[src/rtl/sfr_pkg.sv]
`default_nettype none

package sfr_pkg;

	localparam int PIXEL_WORDS = 512;
	localparam int ADDR_W = (PIXEL_WORDS > 1) ? $clog2(PIXEL_WORDS) : 1;
	localparam int FILL_W = $clog2(PIXEL_WORDS + 1);
	localparam int RIDX_W = 9;
	localparam int WORD_W = 32;
	localparam int OQ_DEPTH = 4;
	localparam int OQ_PTR_W = $clog2(OQ_DEPTH);
	localparam int OQ_CNT_W = $clog2(OQ_DEPTH + 1);

	localparam logic OP_BYTE = 1'b0;
	localparam logic OP_READ = 1'b1;

	localparam logic [7:0] FRAME_END = 8'hC0;
	localparam logic [7:0] ESC_MARK  = 8'hDB;
	localparam logic [7:0] ESC_END   = 8'hDC;
	localparam logic [7:0] ESC_ESC   = 8'hDD;

	localparam logic [1:0] LANE_TOP = 2'd0;
	localparam logic [1:0] LANE_MID = 2'd1;
	localparam logic [1:0] LANE_LOW = 2'd2;

	typedef struct packed {
		logic              valid;
		logic              is_rd;
		logic              zero;
		logic [ADDR_W-1:0] addr;
		logic [1:0]        lane;
		logic [7:0]        data;
		logic [RIDX_W-1:0] ridx;
	} sfr_req_t;

	typedef struct packed {
		logic [RIDX_W-1:0] word_index;
		logic [WORD_W-1:0] pixel_word;
	} sfr_rsp_t;

endpackage

`default_nettype wire

[src/rtl/sfr_outq.sv]
`default_nettype none

module sfr_outq (
	input  wire logic              clk,
	input  wire logic              arst_n,
	input  wire logic              push,
	input  wire sfr_pkg::sfr_rsp_t push_data,
	input  wire logic              rd_pend,
	output logic                   room,
	output logic                   out_valid,
	input  wire logic              out_ready,
	output sfr_pkg::sfr_rsp_t      out_data
);
	import sfr_pkg::*;

	sfr_rsp_t              entry_q [OQ_DEPTH];
	logic [OQ_PTR_W-1:0]   wr_ptr_q, rd_ptr_q;
	logic [OQ_CNT_W-1:0]   cnt_q;
	logic                  pop;

	assign out_valid = (cnt_q != '0);
	assign out_data  = entry_q[rd_ptr_q];
	assign pop       = out_valid && out_ready;
	// Room is kept for the read in flight and for one more transfer.
	assign room = (32'(cnt_q) + 32'(rd_pend) + 32'd1) <= 32'(OQ_DEPTH);

	always_ff @(posedge clk) begin
		if (push) begin
			entry_q[wr_ptr_q] <= push_data;
		end
	end

	always_ff @(posedge clk or negedge arst_n) begin
		if (!arst_n) begin
			wr_ptr_q <= '0;
			rd_ptr_q <= '0;
			cnt_q    <= '0;
		end else begin
			if (push) begin
				wr_ptr_q <= wr_ptr_q + 1'b1;
			end
			if (pop) begin
				rd_ptr_q <= rd_ptr_q + 1'b1;
			end
			if (push && !pop) begin
				cnt_q <= cnt_q + 1'b1;
			end else if (!push && pop) begin
				cnt_q <= cnt_q - 1'b1;
			end
		end
	end

endmodule

`default_nettype wire

[config.mk]
export PLATFORM = sky130hd
export DESIGN_NAME = sfr_outq
export DESIGN_NICKNAME = d
export VERILOG_FILES = /design/src/rtl/sfr_pkg.sv /design/src/rtl/sfr_outq.sv
export SDC_FILE = /design/constraint.sdc
export NUM_CORES = 1
export LEC_CHECK = 0
export ABC_CLOCK_PERIOD_IN_PS = 4100
export BUFFER_PORTS_ARGS = -buffer_cell sky130_fd_sc_hd__buf_2
export CAP_MARGIN = 30
export CORE_ASPECT_RATIO = 0.6
export CORE_UTILIZATION = 55
export CTS_BUF_LIST = sky130_fd_sc_hd__clkbuf_8
export DETAILED_ROUTE_END_ITERATION = 8
export HOLD_SLACK_MARGIN = 0.05
export PLACE_DENSITY = 0.88
export SETUP_SLACK_MARGIN = 0.1
export SYNTH_ARGS = -nofsm -noshare
export SYNTH_HDL_FRONTEND = slang
export SYNTH_SLANG_ARGS = --single-unit
[constraint.sdc]
create_clock -name clk -period 4.1 [get_ports clk]
set_clock_uncertainty 0.2 [all_clocks]
set_input_delay 0.205 -clock clk [delete_from_list [all_inputs] [get_ports clk]]
set_output_delay 0.205 -clock clk [all_outputs]
set_load 0.01 [all_outputs]
==> run summary <==
Worst Path Arrival: 2.27 ns
Gr usage total: 0.204
Fin cells: 577
Fraction of layout cells with a size suffix above 1: 0.400
XOR/XNOR share of the synthesized area: 0.00818
Nets: 460
R2R depth: 8
Initial DRT Pass Iterations: 6
DR vias: 3081
Mean post-synth cell area: 25.0 sq um
Latest clock arrival within the worst-skew pair: 0.43 ns
H-tree depth: 4
Final antenna-violating net count: 0
Clk buf depth: 2
Hold/Removal Path Class: in -> reg
First-pass GRT wire length: 17400 um
Commonest non-fill, non-tap cell in the layout: edfxtp_1
Worst-path fanout max: 19
CP endpoint kind: output pin
Antenna cells: 0
DIE HEIGHT: 85.7 um
WL/cell: 19.4 um
Total core area: 11300 sq um
Gpl congestion: 0.735
# placed instances: 502
Initial antenna violation count: 0
Slew Limit Headroom: 0.609
Worst-margin pin slew: 0.586 ns
Pin count of the biggest net entering global routing: 32
Tcrit/Tclk final: 0.653
CTS Buf Count: 17
Die X: 142 um
Clock slew at reported path FFs: 0.09 ns
Final TNS setup: 0 ns
Ys async rst share: 0.0409
Power Density: 643 nW/um^2
Syn_nets: 311
Max_cap viols: 0
Starting DRT DRC Count: 239
Starting Density: 0.567
CTS tree: done
Mux cell area share after synthesis: 0.147
Root Buffer: clkbuf_8
Yosys warning total: 0
WL final: 11200 um
Via/cell ratio: 5.34
Status: finished clean
Yosys cell types: 24
Peak supply drop: 371 uV
Max Slew Vio Count: 0
Largest family of logic cells by synthesized area: multiplexers
RSZ-0062 raised after global routing: no
Top_reg_cell synth: edfxtp_1
Simple-gate area share of the yosys netlist: 0.00954
Post-DP HPWL: 6880 um
Mapped Cells: 257
Final setup fails: 0
Post-CTS Setup Bufs: 0
Syn Std Cell Area: 6420 sq um
Critical Setup Path Class: reg -> out
WHS Path Cells: 2
Vias in the first global route: 3337
Post-synth EDFFs: 164
Final hold vios: 0
Drt drc: 0
Critical Path Start Type: flip-flop
Total congestion overflow: 0
DIE AREA: 12100 sq um
Worst path required time: 3.69 ns
Leak: 2.76 nW
Dpl cell area: 7070 sq um
Number of synthesized register bits: 171
Max Fclk: 0.374 GHz
Tmin final: 2.68 ns
Cell area after layout: 7860 sq um
IO buf count: 88
Synth Area in Compound Gates: 0.00292
# IOs: 89
Clock Sink Count: 171
Rows: 30
Seq/Total Area, Yosys: 0.794
Most frequent cells in the layout: edfxtp_1, buf_2, dlygate4sd3_1, mux4_2, clkbuf_8
Final Core Density: 0.694
Area grow syn2layout: 22.4%
Adder-cell area share of the yosys netlist: 0.0168
## state kept, by name (all words and copies together), names as in the netlist
register and cells:
wr_ptr_q 2, rd_ptr_q 2, entry_q 164, cnt_q 3
## cells in the mapped netlist (2+ instances only)
master / n / area [sq um]
and2_1: 4 / 25.0
buf_12: 4 / 80.1
buf_2: 4 / 20.0
dfrtp_1: 7 / 175
edfxtp_1: 164 / 4920
ha_1: 7 / 87.6
inv_1: 6 / 22.5
mux4_1: 3 / 78.8
mux4_2: 38 / 856
nand2_1: 2 / 7.51
xnor2_1: 3 / 26.3
xor2_1: 3 / 26.3
## stage by stage
step	worst slack [ns]	power, W	hold slack, ns
5_1_grt	1.22	0.00532	0.290
4_1_cts	1.32	0.00511	0.283
3_5_place_dp	1.78	0.00406	-0.155
2_1_floorplan	1.87	0.00353	-0.291
6_report	1.42	0.00505	0.309
3_3_place_gp	1.84	0.00395	-0.156
## timing repair
item / CTS / global route
endpoints found under the hold margin: 175 / 0
hold buffers: 45 / 0
resized for setup: 0 / 0
## routing by layer
layer / vias up / global-route usage / wire length (um)
li1: 1374 / - / -
met1: 1602 / 0.254 / 4760
met2: 94 / 0.343 / 5680
met3: 11 / 0.0648 / 633
met4: 0 / 0.0714 / 101
met5: - / 0 / 0
## worst max-delay path: stages, from the launching register on
cell     delay [ns]
dfrtp_2        0.65
buf_4          0.44
mux4_2         0.57
buf_2          0.16
## final cells by class
type | count | area (sq um)
inverter | 6 | 22.5
timing repair buffer | 140 | 1010
multi-input combinational | 70 | 1190
sequential | 171 | 5100
clock buffer | 17 | 234
tap | 160 | 200
fill | 703 | 3470
clock inverter | 13 | 108
## kinds of logic (layout without fill, tap and decap cells)
family                   Yosys count  in the layout
flip-flops                       171            171
multiplexers                      42             42
buffers and inverters             16            176
AND/OR/NAND/NOR                   11             11
adder cells (fa/ha/maj)            8              8
XOR/XNOR                           6              6
AO/OA/AOI/OAI                      3              3
## where the power goes
part | leakage (nW) | internal [W] | switching [W]
logic | 1.00 | 0.000785 | 0.000785
registers | 1.59 | 0.00229 | 0.000163
clock network | 0.166 | 0.000465 | 0.000568
total | 2.76 | 0.00354 | 0.00152
## final timing paths
| kind | from | end | slack [ns] |
|---|---|---|---|
| max reg2reg | cnt_q[1] | cnt_q[2] | 1.76 |
| min reg2reg | cnt_q[2] | cnt_q[2] | 0.32 |
| max in group asynchronous | arst_n | rd_ptr_q[1] | 2.92 |
| max | rd_ptr_q[0] | out_data[10] | 1.42 |
| min | push_data[19] | entry_q[3][19] | 0.31 |
| min in group asynchronous | arst_n | cnt_q[0] | 0.52 |
(Power assumes the default switching activity.)
