### src/rtl/sfr_pkg.sv
`default_nettype none

package sfr_pkg;

	localparam int PIXEL_WORDS = 512;
	localparam int ADDR_W = (PIXEL_WORDS > 1) ? $clog2(PIXEL_WORDS) : 1;
	localparam int FILL_W = $clog2(PIXEL_WORDS + 1);
	localparam int RIDX_W = 9;
	localparam int WORD_W = 32;
	localparam int OQ_DEPTH = 4;
	localparam int OQ_PTR_W = $clog2(OQ_DEPTH);
	localparam int OQ_CNT_W = $clog2(OQ_DEPTH + 1);

	localparam logic OP_BYTE = 1'b0;
	localparam logic OP_READ = 1'b1;

	localparam logic [7:0] FRAME_END = 8'hC0;
	localparam logic [7:0] ESC_MARK  = 8'hDB;
	localparam logic [7:0] ESC_END   = 8'hDC;
	localparam logic [7:0] ESC_ESC   = 8'hDD;

	localparam logic [1:0] LANE_TOP = 2'd0;
	localparam logic [1:0] LANE_MID = 2'd1;
	localparam logic [1:0] LANE_LOW = 2'd2;

	typedef struct packed {
		logic              valid;
		logic              is_rd;
		logic              zero;
		logic [ADDR_W-1:0] addr;
		logic [1:0]        lane;
		logic [7:0]        data;
		logic [RIDX_W-1:0] ridx;
	} sfr_req_t;

	typedef struct packed {
		logic [RIDX_W-1:0] word_index;
		logic [WORD_W-1:0] pixel_word;
	} sfr_rsp_t;

endpackage

`default_nettype wire

### src/rtl/sfr_decode.sv
`default_nettype none

module sfr_decode (
	input  wire logic                      clk,
	input  wire logic                      arst_n,
	input  wire logic                      accept,
	input  wire logic                      opcode,
	input  wire logic [7:0]                rx_byte,
	input  wire logic [sfr_pkg::RIDX_W-1:0] read_index,
	output sfr_pkg::sfr_req_t              req
);
	import sfr_pkg::*;

	logic [ADDR_W-1:0] idx_q, idx_n;
	logic [1:0]        lane_q, lane_n, lane_eff;
	logic [FILL_W-1:0] fill_q;
	logic              seen_q, seen_n, esc_q, esc_n;
	logic              store;
	logic [7:0]        sbyte;
	logic              fresh;

	assign lane_eff = (lane_q inside {LANE_MID, LANE_LOW}) ? lane_q : LANE_TOP;
	assign fresh = (FILL_W'(idx_q) == fill_q);

	always_comb begin
		store  = 1'b0;
		sbyte  = rx_byte;
		seen_n = seen_q;
		esc_n  = esc_q;
		idx_n  = idx_q;
		lane_n = lane_eff;
		if (opcode == OP_BYTE) begin
			case (rx_byte)
				FRAME_END: begin
					seen_n = 1'b1;
					idx_n  = '0;
					lane_n = LANE_TOP;
				end
				ESC_MARK: begin
					if (seen_q || esc_q) begin
						esc_n = 1'b1;
					end
				end
				ESC_END: begin
					store = 1'b1;
					if (seen_q && esc_q) begin
						sbyte = FRAME_END;
						esc_n = 1'b0;
					end
				end
				ESC_ESC: begin
					store = 1'b1;
					if (esc_q) begin
						sbyte = ESC_MARK;
						esc_n = 1'b0;
					end
				end
				default: begin
					store = seen_q;
				end
			endcase
			if (store) begin
				if (lane_eff == LANE_LOW) begin
					lane_n = LANE_TOP;
					idx_n  = (idx_q == ADDR_W'(PIXEL_WORDS - 1)) ? '0 : idx_q + 1'b1;
				end else begin
					lane_n = lane_eff + 2'd1;
				end
			end
		end
	end

	always_comb begin
		req.valid = accept && (opcode == OP_READ || store);
		req.is_rd = (opcode == OP_READ);
		req.lane  = lane_eff;
		req.data  = sbyte;
		req.ridx  = read_index;
		if (opcode == OP_READ) begin
			req.addr = ADDR_W'(read_index);
			req.zero = (32'(read_index) >= 32'(fill_q));
		end else begin
			req.addr = idx_q;
			req.zero = fresh;
		end
	end

	always_ff @(posedge clk or negedge arst_n) begin
		if (!arst_n) begin
			idx_q  <= '0;
			lane_q <= LANE_TOP;
			seen_q <= 1'b0;
			esc_q  <= 1'b0;
			fill_q <= '0;
		end else if (accept && opcode == OP_BYTE) begin
			idx_q  <= idx_n;
			lane_q <= lane_n;
			seen_q <= seen_n;
			esc_q  <= esc_n;
			if (store && fresh) begin
				fill_q <= fill_q + 1'b1;
			end
		end
	end

endmodule

`default_nettype wire

### config.mk
export PLATFORM = sky130hd
export DESIGN_NAME = sfr_decode
export DESIGN_NICKNAME = d
export VERILOG_FILES = /design/src/rtl/sfr_pkg.sv /design/src/rtl/sfr_decode.sv
export SDC_FILE = /design/constraint.sdc
export NUM_CORES = 1
export LEC_CHECK = 0
export ABC_CLOCK_PERIOD_IN_PS = 1900
export BUFFER_PORTS_ARGS = -buffer_cell sky130_fd_sc_hd__buf_2
export CORE_MARGIN = 5
export CORE_UTILIZATION = 49
export CTS_BUF_LIST = sky130_fd_sc_hd__clkbuf_4 sky130_fd_sc_hd__clkbuf_8
export DETAILED_ROUTE_END_ITERATION = 8
export GPL_ROUTABILITY_DRIVEN = 0
export PLACE_DENSITY_LB_ADDON = 0.1
export RECOVER_POWER = 50
export SLEW_MARGIN = 10
export SYNTH_ARGS = -nofsm -noshare
export SYNTH_HDL_FRONTEND = slang
export SYNTH_SLANG_ARGS = --single-unit
### constraint.sdc
create_clock -name clk -period 1.9 [get_ports clk]
set_clock_uncertainty 0.15 [all_clocks]
set_input_delay 0.38 -clock clk [delete_from_list [all_inputs] [get_ports clk]]
set_output_delay 0.38 -clock clk [all_outputs]
set_load 0.05 [all_outputs]
==> metrics.md <==
| Metric | Value |
|---|---|
| Share of cells above drive strength 1 | 0.564 |
| Fmax | a little over 400 MHz |
| Wire per inst | 16.7 um |
| Die H | slightly above 70 um |
| CP Max Fanout | 2 |
| Leak | around 1.5 nW |
| P&R area growth vs syn | 63.9% |
| Antenna viol nets, final | 0 |
| Largest net degree at the start of global routing | 24 |
| Critical Path RT | 1370 ps |
| # setup viols final | 25 |
| Final std cell area, no fill | 0.00306 sq mm |
| Non-filler cells, final | 362 |
| Total GRT Usage | 0.221 |
| Largest area contributor in the netlist | dfrtp_1 |
| Total power | roughly 2.4 mW |
| Syn Inst Count | 205 |
| Critical Path Sink Type | primary output |
| DR vias/cell | roughly 5.5 |
| Async set or reset register ratio after synthesis | 1.00 |
| DRC | 0 |
| Startpoint types | register |
| Status | finished with violations |
| Dpl cells | approximately 340 |
| Cell area after placement | between 0.002 and 0.003 sq mm |
| Synth Net Count | about 240 |
| Critical path class | reg2out |
| Global-route wire length before repair | between 9000 and 10000 um |
| Final hold viol count | 0 |
| Top FF cell, synth | dfrtp_1 |
| Die Wd | a little over 70 um |
| Final Util | 0.829 |
| Core ar. | approximately 0.0037 sq mm |
| Setup slack after layout | -573 ps |
| Final Net Count | around 350 |
| Power Density | between 700 and 800 mW/mm^2 |
| Vias | 1999 |
| Max Transition Viols Final | 0 |
| Failing checks | negative setup slack |
| Yosys warning count | 0 |
| Root Buffer | clkbuf_8 |
| Vias in the first global route | 1984 |
| Hpwl dp | 3940 um |
| IO Count | 52 |
| # diodes | 0 |
| Clock latency on the worst-skew pair | between 200 and 300 ps |
| FF+latch count, synth | 23 |
| Top cell type's share of synthesized area | 0.308 |
| Die area | slightly above 0.005 sq mm |
| Initial antenna violation count | 0 |
| Slew margin rel. | 0.600 |
| Detailed Routing Iterations Pass 1 | 4 |
| Post-synthesis sequential area ratio | 0.308 |
| Arrival time worst endpoint | slightly below 2000 ps |
| Most frequent cells in the layout | buf_4, buf_2, dfrtp_1 |
| MaxCap Viol Count | 0 |
| Clock sinks | 23 |
| Worst slew pin tran | 600 ps |
| Max Root-Sink Buffers | 2 |
| Worst hold path type | reg2reg |
| Setup WS pre-CTS | -501 ps |
| Distinct cells, synth | 41 |
| Mean Syn Cell Area | a little over 9 sq um |
| Hold_ws | 384 ps |
| CTS tree | done |
| Setup total negative slack | -4250 ps |
| Routed WL | about 6000 um |
| Area contributors post-synth | dfrtp_1, ha_1, xnor2_1 |
| Cell row count | 22 |
| Gr ovfl total | 0 |
| Post-Syn Area | around 0.0019 sq mm |
| Iter 0 DRT Violations | 74 |
| Final Cycle Share | 1.30 |
| Num CTS Buffers | 3 |
| Most common cell after layout, fill and taps aside | buf_4 |
| Clk pin slew, worst setup/hold paths | roughly 90 ps |
| Peak VDD IR | around 0.65 mV |
| Min Clock Period, post-route | between 2000 and 2500 ps |
| RSZ-0062 raised after global routing | yes |
| EDFF count, synth | 0 |
| I/O Buffers | 51 |
| Starting Density | 0.506 |
| H-tree depth | 1 |
-- area by class of cell --
| class | count | area [sq um] |
|---|---|---|
| clock buffers | 3 | 41.3 |
| clock inverters | 1 | 7.51 |
| fillers | 242 | 629 |
| inverters | 14 | 52.6 |
| multi-input cells | 149 | 1370 |
| flip-flops and latches | 23 | 578 |
| well taps | 48 | 60.1 |
| repair buffers | 124 | 951 |
-- sequential cells by signal (all words and copies together) (netlist names) --
register,cells
esc_q,1
fill_q,10
idx_q,9
lane_q,2
seen_q,1
-- worst max-delay path, stage by stage (launching register included) --
cell and delay [ps]:
dfrtp_1 390, inv_1 90, ha_1 230, o21ai_0 260, nand2b_1 120, a21oi_1 160, nor3b_1 70, a21o_2 220
buf_8 150
-- where the power goes --
| group | internal (mW) | leakage, nW | total, mW | switching, mW |
|---|---|---|---|---|
| sequential | 0.573 | 0.300 | 0.652 | 0.0792 |
| combinational | 0.663 | 1.15 | 1.43 | 0.764 |
| clock | 0.149 | 0.0217 | 0.328 | 0.179 |
| total | 1.38 | 1.47 | 2.41 | 1.02 |
-- kinds of logic after synthesis --
kind of cell | after synthesis | synth area share
AOI/OAI and AO/OA | 34 | 0.123
xor gates and xnor gates | 17 | 0.0798
adders and majority gates | 15 | 0.101
buffers and inverters | 33 | 0.0871
DFF | 23 | 0.308
muxes | 10 | 0.0623
and+or+nand+nor | 73 | 0.239
-- Yosys cell counts, drive strengths merged (2+ instances only) --
master  number
a31oi        3
o21a         2
nand2       13
xnor2       16
o21ai       10
mux2        10
ha          15
clkbuf       7
nand4        8
a32o         5
nor3b        3
nor4         5
nand3        7
and3b        4
dfrtp       23
a21o         3
buf         12
and3         9
nand3b       3
nor2         7
o21bai       2
inv         14
nand2b       2
nor3         2
a21oi        5
nor2b        5
-- path summary, 6_finish.rpt --
check	start	end	slack [ps]	cells past startpoint
worst max-delay path	fill_q[6]$_DFFE_PN0P_	req[28]	-570	8
worst min-delay path	esc_q$_DFFE_PN0P_	esc_q$_DFFE_PN0P_	380	2
worst max register to register	fill_q[5]$_DFFE_PN0P_	fill_q[8]$_DFFE_PN0P_	-240	7
worst min register to register	esc_q$_DFFE_PN0P_	esc_q$_DFFE_PN0P_	380	2
max in group asynchronous	arst_n	idx_q[3]$_DFFE_PN0P_	680	2
min in group asynchronous	arst_n	fill_q[0]$_DFFE_PN0P_	490	2
-- routing by layer --
| metal | part of all wire | up-vias | global-route usage |
|---|---|---|---|
| met5 | 0 | - | 0 |
| met4 | 0.022 | 0 | 0.0731 |
| met3 | 0.055 | 15 | 0.0281 |
| met2 | 0.50 | 71 | 0.379 |
| met1 | 0.42 | 976 | 0.287 |
| li1 | - | 937 | - |
-- timing repair --
action,4_1_cts,5_1_grt
pin swaps,15,9
hold endpoints to repair,23,0
gates resized for setup,37,41
setup endpoints to repair,24,27
setup buffers,16,5
hold buffers,1,0
Power figures use the tool's default switching activity.
